`config.mk`:
```
export PLATFORM = sky130hd
export DESIGN_NAME = line_discipline_editor
export DESIGN_NICKNAME = d
export VERILOG_FILES = /design/src/hdl/lde_pkg.sv /design/src/hdl/lde_ram.sv /design/src/hdl/lde_cmd_fifo.sv /design/src/hdl/lde_front.sv /design/src/hdl/lde_back.sv /design/src/hdl/line_discipline_editor.sv
export SDC_FILE = /design/constraint.sdc
export NUM_CORES = 1
export LEC_CHECK = 0
export ABC_AREA = 1
export BUFFER_PORTS_ARGS = -buffer_cell sky130_fd_sc_hd__buf_2
export CORE_MARGIN = 2
export CORE_UTILIZATION = 65
export CTS_BUF_LIST = sky130_fd_sc_hd__clkbuf_8
export CTS_CLUSTER_SIZE = 28
export DETAILED_ROUTE_END_ITERATION = 6
export MAX_ROUTING_LAYER = met4
export PLACE_DENSITY = 0.85
export SYNTH_ARGS = -nofsm -noshare
export SYNTH_HDL_FRONTEND = slang
export SYNTH_SLANG_ARGS = --single-unit
```
`constraint.sdc`:
```
create_clock -name clk -period 4.5 [get_ports clk]
set_clock_uncertainty 0.15 [all_clocks]
set_input_delay 0.45 -clock clk [delete_from_list [all_inputs] [get_ports clk]]
set_output_delay 0.45 -clock clk [all_outputs]
set_load 0.1 [all_outputs]
```
`src/hdl/lde_pkg.sv`:
```
// Shared types and constants for the line discipline editor.
// No dependencies; imported by every module of the block except lde_ram.
package lde_pkg;

    localparam int LINE_DEPTH_DEF = 63;
    // Line length and queued counts; holds any depth up to 63.
    localparam int LEN_W          = 6;
    localparam int QUEUE_DEPTH    = 4;
    localparam int QPTR_W         = $clog2(QUEUE_DEPTH);

    localparam logic [7:0] CH_CR  = 8'h0D;
    localparam logic [7:0] CH_LF  = 8'h0A;
    localparam logic [7:0] CH_BS  = 8'h08;
    localparam logic [7:0] CH_DEL = 8'h7F;
    localparam logic [7:0] CH_SP  = 8'h20;

    typedef enum logic [1:0] {
        CMD_CHAR,
        CMD_ERASE,
        CMD_LINE,
        CMD_OVF
    } cmd_kind_t;

    typedef struct packed {
        cmd_kind_t          kind;
        logic [7:0]         data;
        logic [LEN_W-1:0]   count;
    } cmd_t;

    typedef enum logic [2:0] {
        B_IDLE,
        B_ERASE,
        B_LREAD,
        B_LPUT,
        B_LEND
    } back_state_t;

endpackage

```
`src/hdl/lde_ram.sv`:
```
// Generic single-write, single-read RAM with registered read data.
// No dependencies.
module lde_ram #(
    parameter int WIDTH  = 8,
    parameter int DEPTH  = 64,
    parameter int ADDR_W = (DEPTH > 1) ? $clog2(DEPTH) : 1
) (
    input  logic              clk,
    input  logic              we,
    input  logic [ADDR_W-1:0] waddr,
    input  logic [WIDTH-1:0]  wdata,
    input  logic              re,
    input  logic [ADDR_W-1:0] raddr,
    output logic [WIDTH-1:0]  rdata
);

    logic [WIDTH-1:0] mem_reg [DEPTH];
    logic [WIDTH-1:0] rdata_reg;

    always_ff @(posedge clk)
    begin
        if (we)
        begin
            mem_reg[waddr] <= wdata;
        end
        if (re)
        begin
            rdata_reg <= mem_reg[raddr];
        end
    end

    assign rdata = rdata_reg;

endmodule

```
`src/hdl/lde_cmd_fifo.sv`:
```
// Short command queue between the front and back parts.
// Depends on lde_pkg (cmd_t, QUEUE_DEPTH, QPTR_W).
module lde_cmd_fifo
    import lde_pkg::*;
(
    input  logic clk,
    input  logic rst_n,
    input  logic push,
    input  cmd_t push_cmd,
    output logic full,
    input  logic pop,
    output cmd_t head,
    output logic empty
);

    cmd_t              mem_reg [QUEUE_DEPTH];
    logic [QPTR_W-1:0] wr_ptr_reg, wr_ptr_next;
    logic [QPTR_W-1:0] rd_ptr_reg, rd_ptr_next;
    logic [QPTR_W:0]   cnt_reg, cnt_next;

    assign full  = (cnt_reg == (QPTR_W+1)'(QUEUE_DEPTH));
    assign empty = (cnt_reg == '0);
    assign head  = mem_reg[rd_ptr_reg];

    always_comb
    begin
        wr_ptr_next = wr_ptr_reg;
        rd_ptr_next = rd_ptr_reg;
        cnt_next    = cnt_reg;
        if (push)
        begin
            wr_ptr_next = wr_ptr_reg + 1'b1;
        end
        if (pop)
        begin
            rd_ptr_next = rd_ptr_reg + 1'b1;
        end
        if (push && !pop)
        begin
            cnt_next = cnt_reg + 1'b1;
        end
        else if (pop && !push)
        begin
            cnt_next = cnt_reg - 1'b1;
        end
    end

    always_ff @(posedge clk or negedge rst_n)
    begin
        if (!rst_n)
        begin
            wr_ptr_reg <= '0;
            rd_ptr_reg <= '0;
            cnt_reg    <= '0;
        end
        else
        begin
            wr_ptr_reg <= wr_ptr_next;
            rd_ptr_reg <= rd_ptr_next;
            cnt_reg    <= cnt_next;
        end
    end

    always_ff @(posedge clk)
    begin
        if (push)
        begin
            mem_reg[wr_ptr_reg] <= push_cmd;
        end
    end

endmodule

```
`src/hdl/lde_front.sv`:
```
// Front part: accepts input bytes, tracks CR and line length, writes the
// line store and queues at most one command per byte. Depends on lde_pkg.
module lde_front
    import lde_pkg::*;
#(
    parameter int LINE_DEPTH = LINE_DEPTH_DEF,
    parameter int ADDR_W     = (LINE_DEPTH > 1) ? $clog2(LINE_DEPTH) : 1
) (
    input  logic              clk,
    input  logic              rst_n,
    input  logic              in_valid,
    output logic              in_ready,
    input  logic [7:0]        in_byte,
    output logic              push,
    output cmd_t              push_cmd,
    input  logic              full,
    input  logic              line_done,
    output logic              we,
    output logic [ADDR_W-1:0] waddr,
    output logic [7:0]        wdata
);

    logic             cr_seen_reg, cr_seen_next;
    logic [LEN_W-1:0] len_reg, len_next;
    logic             pend_reg, pend_next;
    logic             accept;

    // Hold off new bytes while a line drains: its store entries are still read.
    assign in_ready = !full && !pend_reg;
    assign accept   = in_valid && in_ready;
    assign waddr    = len_reg[ADDR_W-1:0];
    assign wdata    = in_byte;

    always_comb
    begin
        push           = 1'b0;
        push_cmd.kind  = CMD_CHAR;
        push_cmd.data  = in_byte;
        push_cmd.count = len_reg;
        we             = 1'b0;
        len_next       = len_reg;
        cr_seen_next   = cr_seen_reg;
        pend_next      = pend_reg;
        if (line_done)
        begin
            pend_next = 1'b0;
        end
        if (accept)
        begin
            if (cr_seen_reg && in_byte == CH_LF)
            begin
                cr_seen_next = 1'b0;
            end
            else
            begin
                cr_seen_next = (in_byte == CH_CR);
                case (in_byte) inside
                    CH_CR, CH_LF:
                    begin
                        push          = 1'b1;
                        push_cmd.kind = CMD_LINE;
                        len_next      = '0;
                        pend_next     = 1'b1;
                    end
                    CH_BS, CH_DEL:
                    begin
                        if (len_reg != '0)
                        begin
                            push          = 1'b1;
                            push_cmd.kind = CMD_ERASE;
                            len_next      = len_reg - 1'b1;
                        end
                    end
                    default:
                    begin
                        push = 1'b1;
                        if (len_reg >= LEN_W'(LINE_DEPTH))
                        begin
                            push_cmd.kind = CMD_OVF;
                        end
                        else
                        begin
                            push_cmd.kind = CMD_CHAR;
                            we            = 1'b1;
                            len_next      = len_reg + 1'b1;
                        end
                    end
                endcase
            end
        end
    end

    always_ff @(posedge clk or negedge rst_n)
    begin
        if (!rst_n)
        begin
            cr_seen_reg <= 1'b0;
            len_reg     <= '0;
            pend_reg    <= 1'b0;
        end
        else
        begin
            cr_seen_reg <= cr_seen_next;
            len_reg     <= len_next;
            pend_reg    <= pend_next;
        end
    end

    a_len_bound: assert property (@(posedge clk) disable iff (!rst_n)
        len_reg <= LEN_W'(LINE_DEPTH))
        else $error("line length above store depth");

    a_pend_rise: assert property (@(posedge clk) disable iff (!rst_n)
        $rose(pend_reg) |-> $past(push) && $past(push_cmd.kind) == CMD_LINE)
        else $error("line drain pending without a queued line");

    a_lf_swallow: assert property (@(posedge clk) disable iff (!rst_n)
        (accept && cr_seen_reg && in_byte == CH_LF) |=>
            len_reg == $past(len_reg) && !cr_seen_reg)
        else $error("swallowed LF changed the line");

endmodule

```
`src/hdl/lde_back.sv`:
```
// Back part: pops commands, reads the line store for line delivery and
// produces result items through an output register. Depends on lde_pkg.
module lde_back
    import lde_pkg::*;
#(
    parameter int ADDR_W = 6
) (
    input  logic              clk,
    input  logic              rst_n,
    input  cmd_t              head,
    input  logic              empty,
    output logic              pop,
    output logic              rd_en,
    output logic [ADDR_W-1:0] rd_addr,
    input  logic [7:0]        rd_data,
    output logic              line_done,
    output logic              out_valid,
    input  logic              out_ready,
    output logic              echo_valid,
    output logic [7:0]        echo_byte,
    output logic              deliver_valid,
    output logic [7:0]        deliver_byte,
    output logic              overflow,
    output logic              last
);

    typedef struct packed {
        logic       echo_valid;
        logic [7:0] echo_byte;
        logic       deliver_valid;
        logic [7:0] deliver_byte;
        logic       overflow;
        logic       last;
    } res_t;

    back_state_t      state_reg, state_next;
    logic [LEN_W-1:0] idx_reg, idx_next;
    logic [LEN_W-1:0] cnt_reg, cnt_next;
    logic [1:0]       step_reg, step_next;
    logic             out_valid_reg;
    res_t             res_reg, res_next;
    logic             load;
    logic             slot_free;
    logic [LEN_W-1:0] idx_inc;

    assign slot_free = !out_valid_reg || out_ready;
    assign rd_addr   = idx_reg[ADDR_W-1:0];
    assign idx_inc   = idx_reg + 1'b1;

    always_comb
    begin
        state_next = state_reg;
        idx_next   = idx_reg;
        cnt_next   = cnt_reg;
        step_next  = step_reg;
        pop        = 1'b0;
        load       = 1'b0;
        res_next   = '0;
        rd_en      = 1'b0;
        line_done  = 1'b0;
        case (state_reg)
            B_IDLE:
            begin
                if (!empty)
                begin
                    case (head.kind)
                        CMD_LINE:
                        begin
                            pop      = 1'b1;
                            cnt_next = head.count;
                            idx_next = '0;
                            state_next = (head.count == '0) ? B_LEND : B_LREAD;
                        end
                        CMD_CHAR:
                        begin
                            if (slot_free)
                            begin
                                pop                 = 1'b1;
                                load                = 1'b1;
                                res_next.echo_valid = 1'b1;
                                res_next.echo_byte  = head.data;
                                res_next.last       = 1'b1;
                            end
                        end
                        CMD_OVF:
                        begin
                            if (slot_free)
                            begin
                                pop               = 1'b1;
                                load              = 1'b1;
                                res_next.overflow = 1'b1;
                                res_next.last     = 1'b1;
                            end
                        end
                        CMD_ERASE:
                        begin
                            if (slot_free)
                            begin
                                pop                 = 1'b1;
                                load                = 1'b1;
                                res_next.echo_valid = 1'b1;
                                res_next.echo_byte  = CH_BS;
                                step_next           = 2'd1;
                                state_next          = B_ERASE;
                            end
                        end
                        default: ;
                    endcase
                end
            end
            B_ERASE:
            begin
                if (slot_free)
                begin
                    load                = 1'b1;
                    res_next.echo_valid = 1'b1;
                    if (step_reg == 2'd1)
                    begin
                        res_next.echo_byte = CH_SP;
                        step_next          = 2'd2;
                    end
                    else
                    begin
                        res_next.echo_byte = CH_BS;
                        res_next.last      = 1'b1;
                        state_next         = B_IDLE;
                    end
                end
            end
            B_LREAD:
            begin
                rd_en      = 1'b1;
                state_next = B_LPUT;
            end
            B_LPUT:
            begin
                if (slot_free)
                begin
                    load                   = 1'b1;
                    res_next.deliver_valid = 1'b1;
                    res_next.deliver_byte  = rd_data;
                    idx_next               = idx_inc;
                    state_next = (idx_inc == cnt_reg) ? B_LEND : B_LREAD;
                end
            end
            B_LEND:
            begin
                if (slot_free)
                begin
                    load                   = 1'b1;
                    res_next.echo_valid    = 1'b1;
                    res_next.echo_byte     = CH_LF;
                    res_next.deliver_valid = 1'b1;
                    res_next.deliver_byte  = CH_LF;
                    res_next.last          = 1'b1;
                    line_done              = 1'b1;
                    state_next             = B_IDLE;
                end
            end
            default:
            begin
                state_next = B_IDLE;
            end
        endcase
    end

    always_ff @(posedge clk or negedge rst_n)
    begin
        if (!rst_n)
        begin
            state_reg     <= B_IDLE;
            idx_reg       <= '0;
            cnt_reg       <= '0;
            step_reg      <= '0;
            out_valid_reg <= 1'b0;
        end
        else
        begin
            state_reg <= state_next;
            idx_reg   <= idx_next;
            cnt_reg   <= cnt_next;
            step_reg  <= step_next;
            if (load)
            begin
                out_valid_reg <= 1'b1;
            end
            else if (out_ready)
            begin
                out_valid_reg <= 1'b0;
            end
        end
    end

    always_ff @(posedge clk)
    begin
        if (load)
        begin
            res_reg <= res_next;
        end
    end

    assign out_valid     = out_valid_reg;
    assign echo_valid    = res_reg.echo_valid;
    assign echo_byte     = res_reg.echo_byte;
    assign deliver_valid = res_reg.deliver_valid;
    assign deliver_byte  = res_reg.deliver_byte;
    assign overflow      = res_reg.overflow;
    assign last          = res_reg.last;

    a_put_after_read: assert property (@(posedge clk) disable iff (!rst_n)
        state_reg == B_LPUT |-> $past(state_reg) == B_LREAD || $past(state_reg) == B_LPUT)
        else $error("line byte taken without a store read");

    a_idx_bound: assert property (@(posedge clk) disable iff (!rst_n)
        (state_reg == B_LREAD || state_reg == B_LPUT) |-> idx_reg < cnt_reg)
        else $error("line read index past line length");

    a_erase_step: assert property (@(posedge clk) disable iff (!rst_n)
        state_reg == B_ERASE |-> step_reg == 2'd1 || step_reg == 2'd2)
        else $error("erase sequence step out of range");

endmodule

```
`src/hdl/line_discipline_editor.sv`:
```
// Top level of the line discipline editor: front part, command queue,
// line store RAM and back part. Depends on lde_pkg and all lde_* modules.
//
// Usage: raw terminal bytes enter on in_valid/in_ready/in_byte. Results
// leave on out_valid/out_ready with echo, deliver, overflow and last fields;
// the result that closes each input byte's results has last set, and bytes
// that cause no result (LF after CR, erase on an empty line) give none.
// A stored byte, an overflow or the first erase echo passes through the
// command queue and then the output register when the receiver is ready;
// the other two erase echoes follow one per cycle while out_ready is high;
// ordinary bytes sustain one per cycle until the four-entry queue fills.
// A line end of n stored bytes delivers them one by one: each delivered
// byte needs a line store read state and an output state. Input stays
// blocked (in_ready low) from the line end until its LF result is loaded,
// since new bytes would overwrite entries still being read.
// Reset clears the line length, the CR flag, the queue and the output
// register; the line store itself is not cleared. When out_ready is low the
// output register holds its item, the back part waits, and the queue then
// fills and drops in_ready.
module line_discipline_editor
    import lde_pkg::*;
#(
    parameter int LINE_DEPTH = LINE_DEPTH_DEF
) (
    input  logic       clk,
    input  logic       rst_n,
    input  logic       in_valid,
    output logic       in_ready,
    input  logic [7:0] in_byte,
    output logic       out_valid,
    input  logic       out_ready,
    output logic       echo_valid,
    output logic [7:0] echo_byte,
    output logic       deliver_valid,
    output logic [7:0] deliver_byte,
    output logic       overflow,
    output logic       last
);

    localparam int ADDR_W = (LINE_DEPTH > 1) ? $clog2(LINE_DEPTH) : 1;

    logic              push, pop, full, empty;
    cmd_t              push_cmd, head;
    logic              line_done;
    logic              we, rd_en;
    logic [ADDR_W-1:0] waddr, rd_addr;
    logic [7:0]        wdata, rd_data;

    lde_front #(
        .LINE_DEPTH (LINE_DEPTH),
        .ADDR_W     (ADDR_W)
    ) u_front (
        .clk       (clk),
        .rst_n     (rst_n),
        .in_valid  (in_valid),
        .in_ready  (in_ready),
        .in_byte   (in_byte),
        .push      (push),
        .push_cmd  (push_cmd),
        .full      (full),
        .line_done (line_done),
        .we        (we),
        .waddr     (waddr),
        .wdata     (wdata)
    );

    lde_cmd_fifo u_queue (
        .clk      (clk),
        .rst_n    (rst_n),
        .push     (push),
        .push_cmd (push_cmd),
        .full     (full),
        .pop      (pop),
        .head     (head),
        .empty    (empty)
    );

    lde_ram #(
        .WIDTH  (8),
        .DEPTH  (LINE_DEPTH),
        .ADDR_W (ADDR_W)
    ) u_store (
        .clk   (clk),
        .we    (we),
        .waddr (waddr),
        .wdata (wdata),
        .re    (rd_en),
        .raddr (rd_addr),
        .rdata (rd_data)
    );

    lde_back #(
        .ADDR_W (ADDR_W)
    ) u_back (
        .clk           (clk),
        .rst_n         (rst_n),
        .head          (head),
        .empty         (empty),
        .pop           (pop),
        .rd_en         (rd_en),
        .rd_addr       (rd_addr),
        .rd_data       (rd_data),
        .line_done     (line_done),
        .out_valid     (out_valid),
        .out_ready     (out_ready),
        .echo_valid    (echo_valid),
        .echo_byte     (echo_byte),
        .deliver_valid (deliver_valid),
        .deliver_byte  (deliver_byte),
        .overflow      (overflow),
        .last          (last)
    );

endmodule

```
; ---- Word-level counts from Yosys, hierarchy flattened
; Memories as Yosys holds them, arrays and structs flattened. A register that Yosys moved wholly into a read port is not among the register bits.
; Cells that the tools add are included.
[op_classes]
bitwise_logic = 4
n_lt_le_gt_ge = 1
add_sub_neg = 7
n_mux = 78
eq_ne = 27
n_reduce_logical = 30
[op_table]
columns = cell, count
row1 = 6-bit 2-to-1 mux, 8
row2 = 9-bit 2-to-1 mux, 5
row3 = 9-bit one-hot mux with 2 select lines, 2
row4 = 1-bit 2-to-1 mux, 32
row5 = 3-bit 2-to-1 mux, 10
row6 = 9-bit one-hot mux with 3 select lines, 1
row7 = 8-bit by 4-bit == test with 1-bit output (second input constant), 3
row8 = 2-bit 2-to-1 mux, 11
row9 = 18-bit 2-to-1 mux, 1
row10 = 3-bit one-hot mux with 5 select lines, 1
row11 = 6-bit by 1-bit adder with 6-bit output (second input constant), 2
row12 = 6-bit one-hot mux with 2 select lines, 1
row13 = 2-bit by 1-bit inequality test with 1-bit output (second input constant), 5
row14 = 3-bit OR reduction, 3
row15 = 8-bit by 7-bit == test with 1-bit output (second input constant), 1
row16 = 2-bit inequality test (second input constant), 4
row17 = 4-bit AND reduction, 2
row18 = 2-bit nonzero test, 4
row19 = 7-bit AND reduction, 1
row20 = 3-bit by 2-bit == test with 1-bit output (second input constant), 2
row21 = 3-bit == test (second input constant), 2
row22 = 6-bit == test, 1
row23 = 6-bit greater-or-equal comparator (second input constant), 1
row24 = 3-bit logical NOT, 2
row25 = 23 further kinds, 42
[totals]
mem_bits_rw = 568
register_bits = 53
n_memories = 2
input_bits = 12
[mem_list]
columns = memory, depth, width, read_ports, rd_ports_with_merged_regs, write_ports, line
row1 = u_store.mem_reg, 63, 8, 1, 1, 1, lde_ram.sv:17  ; logic [WIDTH-1:0] mem_reg [DEPTH];
row2 = u_queue.mem_reg, 4, 16, 1, 0, 1, lde_cmd_fifo.sv:16  ; cmd_t mem_reg [QUEUE_DEPTH];

; ---- Logic depth before layout (Yosys ltp)
[logic_depth]
ltp_word = 10
mapped_depth = 17
mapped_depth_nobuf = 15

; ---- Cells and area by module
; Synthesis repeated with hierarchy kept, for this count alone.
[unflattened]
hier_cells = 2423
area_unflattened_um2 = 27221.1
[by_module_without_submodules]
columns = mod, area_each_um2, cells_per_inst, instances, seq_area_each_um2
row1 = lde_ram, 21013.9, 1795, 1, 15374.7
row2 = lde_cmd_fifo, 3209.3, 234, 1, 2097.0
row3 = lde_back, 2021.9, 248, 1, 1051.0
row4 = lde_front, 975.9, 146, 1, 200.2

; ---- Worst setup path before layout
; OpenSTA, ideal clock, no wires.
[synth_path]
path_type = register to register
start = reg u_queue.rd_ptr_reg[0]
end = reg u_back.res_reg, in the netlist u_back.deliver_byte[0] (enable)
synth_period_minus_slack_ns = 3.637
n_path_buf = 3
setup_slack_ns = 0.863
setup_time_ns = 0.426
path_stages_with_launch = 10
arrival_ns = 3.061
path_cell_list = dfrtp_1 > clkbuf_2 > inv_1 > buf_2 > buf_2 > nand2_1 > a32oi_1 > inv_1 > ha_1 > o21ai_0
[synth_via]
elab_chain_cells = 6
word_cells_on_any_way = 8
[synth_lines]
columns = item, line
row1 = "start, declared", lde_cmd_fifo.sv:18  ; logic [QPTR_W-1:0] rd_ptr_reg, rd_ptr_next;
row2 = "start signal, assigned", lde_cmd_fifo.sv:59  ; rd_ptr_reg <= rd_ptr_next;
row3 = memory read 4 x 16 bit *, --
row4 = 2-bit == test (tied with other cells), lde_back.sv:66  ; case (head.kind)
row5 = 3-bit OR reduction (no line) *, --
row6 = 1-bit 2-to-1 mux *, --
row7 = 1-bit 2-to-1 mux *, lde_back.sv:64  ; if (!empty)
row8 = 1-bit one-hot mux with 2 select lines *, lde_back.sv:61  ; case (state_reg)
row9 = via u_back.load, lde_back.sv:42  ; logic load;
row10 = "end signal, assigned", lde_back.sv:198  ; res_reg <= res_next;
row11 = "end, declared", lde_back.sv:41  ; res_t res_reg, res_next;
; Mark *: on every way through the listed nets, which the timed path passes. The rest lies on a longest branch.
; A chain may end at the register's enable or synchronous reset.

; ---- Worst setup path after layout
[layout_path]
start = reg u_queue.rd_ptr_reg[1]
end = reg u_queue.cnt_reg[2]
[layout_via]
elab_chain_cells = 9
word_cells_on_any_way = 14
[layout_lines]
columns = item, line
row1 = memory read 4 x 16 bit *, --
row2 = 2-bit == test (tied with other cells), lde_back.sv:66
row3 = 3-bit OR reduction (no line), --
row4 = 1-bit one-hot mux with 2 select lines *, lde_back.sv:66
row5 = 1-bit 2-to-1 mux *, lde_back.sv:64
row6 = 1-bit 2-to-1 mux *, lde_back.sv:61
row7 = 1-bit logical NOT, lde_cmd_fifo.sv:38  ; if (push && !pop)
row8 = 1-bit logical AND, lde_cmd_fifo.sv:38
row9 = 3-bit 2-to-1 mux / 2-bit nonzero test (equally long branches), --
row10 = "end signal, assigned", lde_cmd_fifo.sv:60  ; cnt_reg <= cnt_next;
row11 = "end, declared", lde_cmd_fifo.sv:19  ; logic [QPTR_W:0] cnt_reg, cnt_next;
; Every way passes the cells marked *; elsewhere a longest branch is shown, timed or not.

==> run_results.csv <==
group,metric,value,unit
power_and_ir_drop,pwr-share-comb,33.3,%
layout,multi_input_area,6570,sq um
critical_path,critPathMaxFanout,16,
critical_path,cp.arrival,4020,ps
power_and_ir_drop,p_int,10.7,mW
layout,largest_reg_flops,504,
critical_path,cp-start-kind,"flip-flop",
clock_network,insertion_delay,680,ps
critical_path,cp-end-kind,"flip-flop",
placement,place_congestion,0.954,
timing,setup_ws,870,ps
global_routing,grt_usage,32.7,%
clock_network,cts_sinks,629,
power_and_ir_drop,clkPwrFrac,24.9,%
global_routing,grt_max_degree,186,
timing,tightest_slew,1100,ps
layout,fin_nets,2376,
timing,fin_crit,3630,ps
critical_path,r2r_cells,14,
timing,relSlewSlack,26.9,%
clock_network,htreeDepth,3,
placement,pre_cts_ws,973,ps
power_and_ir_drop,p_leak,10.6,nW
global_routing,antenna_found_initial,0,
layout,diodes,0,
clock_network,cts_setup_buffers,0,
power_and_ir_drop,ir_drop,0.406,mV
placement,hpwl,38300,um
die,die_y,205,um
die,pin_count,34,
run_status,violations,"DRC",
layout,final_area,28500,sq um
min_path,hold_path_class,"primary input to flip-flop",
synth,synthCells,2297,
synth,synth_edf_count,596,
synth,syn_area_per_cell,11.4,sq um
die,rows,73,
flow_run,drv_cap,0,
timing,period_share,80.7,%
clock_network,root_buffer,"clkbuf_8",
route,post_drt_wl_per_cell,22.0,um
route,routed_via_density,6.22,
synth,ys.flop_type,"edfxtp_1",
route,drt_iter0_drc,3009,
layout,syn2layout_area_growth,9.14,%
synth,ys_warn_count,0,
route,drcViolationCount,3,
timing,timing.final.hold_violations,0,
critical_path,crit_required,4890,ps
global_routing,overflow,0,
clock_network,cts_buffers,96,
power_and_ir_drop,power_frac_seq,41.8,%
layout,ff_latch_area,18700,sq um
synth,synth_cell_types,38,
placement,placed_area,26700,sq um
timing,tns,0,ps
route,via_count,18300,
clock_network,path_clk_slew,60,ps
layout,drive_above_1_share,8.83,%
layout,nFillCells,2465,
route,drtPass1Iterations,7,
layout,mostFrequentLayoutCell,"edfxtp_1",
min_path,hold_path_depth,1,
power_and_ir_drop,p_switching,6.92,mW
timing,finalSetupViolCount,0,
clock_network,clock_path_buffers,3,
layout,most-common-layout-cells,"596 x edfxtp_1, 506 x nand2_1, 413 x nor2_1",
die,core_area,39700,sq um
die,die_area,41900,sq um
synth,synth.cell_area,26200,sq um
power_and_ir_drop,p_per_area,616,nW/um^2
route,postRouteAntennaNets,0,
timing,rsz0062_at_grt,"no",
clock_network,tritoncts,"built",
synth,synth_seq_cells,629,
timing,clock.fmax,0.276,GHz
placement,numPortBuffers,33,
die,dieWidth,205,um
run_status,status,"finished, violations left",
timing,slew_viol_final,0,
global_routing,grt_pass1_vias,18000,
synth,synth-async-reset-ratio,5.25,%
global_routing,grt_pass1_wl,99500,um
synth,yosysSeqAreaShare,71.6,%
die,start_util,65.8,%
synth,syn-num-nets,2325,
route,wirelength,65000,um
power_and_ir_drop,p_sw_share,39.3,%
critical_path,path_class,"flip-flop to flip-flop",
==> logic make-up (layout without fill, tap and decap cells) <==
logic type | Yosys count | in the layout | synth area share, %
AO/OA/AOI/OAI | 298 | 298 | 6.30
XOR/XNOR | 9 | 9 | 0.301
adder cells (fa/ha/maj) | 16 | 16 | 0.823
buffers and inverters | 205 | 332 | 3.31
flip-flops | 629 | 629 | 71.6
multiplexers | 1 | 1 | 0.0431
AND/OR/NAND/NOR | 1139 | 1139 | 17.6
==> stage by stage <==
stage | hold slack (ps) | utilization [%] | total power, mW | cells
after floorplan | 4.41 | - | 11.5 | 2297
after global placement | 327 | 67.3 | 12.9 | 2771
after detailed placement | 338 | 67.3 | 13.1 | 2771
after CTS | 2.51 | 71.8 | 17.5 | 2949
after global routing | 22.5 | 71.8 | 18.4 | 2949
final | 24.9 | 71.8 | 17.6 | 2949
==> synthesized netlist by cell type, types with 3 or more instances <==
master	n	area share [%]
a21boi_0	5	0.14
a21oi_1	39	0.75
a31oi_1	5	0.12
buf_1	17	0.24
buf_2	61	1.2
buf_4	5	0.14
clkbuf_1	32	0.46
dfrtp_1	33	3.2
edfxtp_1	596	68
ha_1	14	0.67
inv_1	79	1.1
inv_2	8	0.11
nand2_1	506	7.3
nand2_2	7	0.17
nand3_1	185	3.5
nand3b_1	4	0.11
nand4_1	4	0.096
nor2_1	413	5.9
nor3_1	10	0.19
o211ai_1	39	1.1
o21a_1	3	0.086
o21ai_0	187	3.6
o22ai_1	14	0.33
or2_2	4	0.096
xnor2_1	3	0.10
xor2_1	6	0.20
==> timing repair <==
item | CTS | global route
hold buffers | 4 | 0
endpoints found under the hold margin | 42 | 0
resized for setup | 0 | 0
==> per-layer routing <==
layer	up-vias	wire, um	GRT usage, %
met4	0	3300	17.5
li1	8082	-	-
met5	-	0	-
met1	8551	23300	42.0
met2	1442	30300	49.5
met3	271	8040	6.92
==> path summary, 6_finish.rpt <==
kind,start,endpoint,slack [ps]
max in group asynchronous,rst_n,u_back.rd_addr[0],3350
worst min register to register,u_front.pend_reg,u_front.pend_reg,380
worst max-delay path,u_queue.rd_ptr_reg[1],u_queue.cnt_reg[2],870
worst max register to register,u_queue.rd_ptr_reg[1],u_queue.cnt_reg[2],870
worst min-delay path,in_byte[4],u_store.mem_reg[6][4],20
min in group asynchronous,rst_n,u_queue.wr_ptr_reg[0],270
==> power by group through the flow <==
| stage | sequential [mW] | combinational, mW | clock [mW] |
|---|---|---|---|
| after floorplan | 8.02 | 3.46 | 0 |
| after global placement | 7.43 | 5.46 | 0 |
| after detailed placement | 7.46 | 5.66 | 0 |
| after CTS | 7.34 | 5.73 | 4.39 |
| after global routing | 7.39 | 6.33 | 4.65 |
| final | 7.35 | 5.86 | 4.37 |
==> worst max-delay path, stage by stage (launching register included) <==
cell and delay (ps):
dfrtp_1 690, clkinv_1 340, a32oi_1 390, inv_1 110, ha_1 230, nand3_1 100, buf_4 190, inv_1 80
nor2_1 160, ha_1 180, inv_1 70, fa_1 380, a21oi_1 160, o21ai_0 110, xor2_1 150
==> cell type report <==
cell class | instances | area share [%]
timing repair buffer | 69 | 1.69
multi-input combinational | 1463 | 23.0
tap | 525 | 2.30
inverter | 89 | 1.19
clock inverter | 75 | 1.42
clock buffer | 99 | 4.77
sequential | 629 | 65.6
Note: power is estimated with default switching activity, not from simulation.
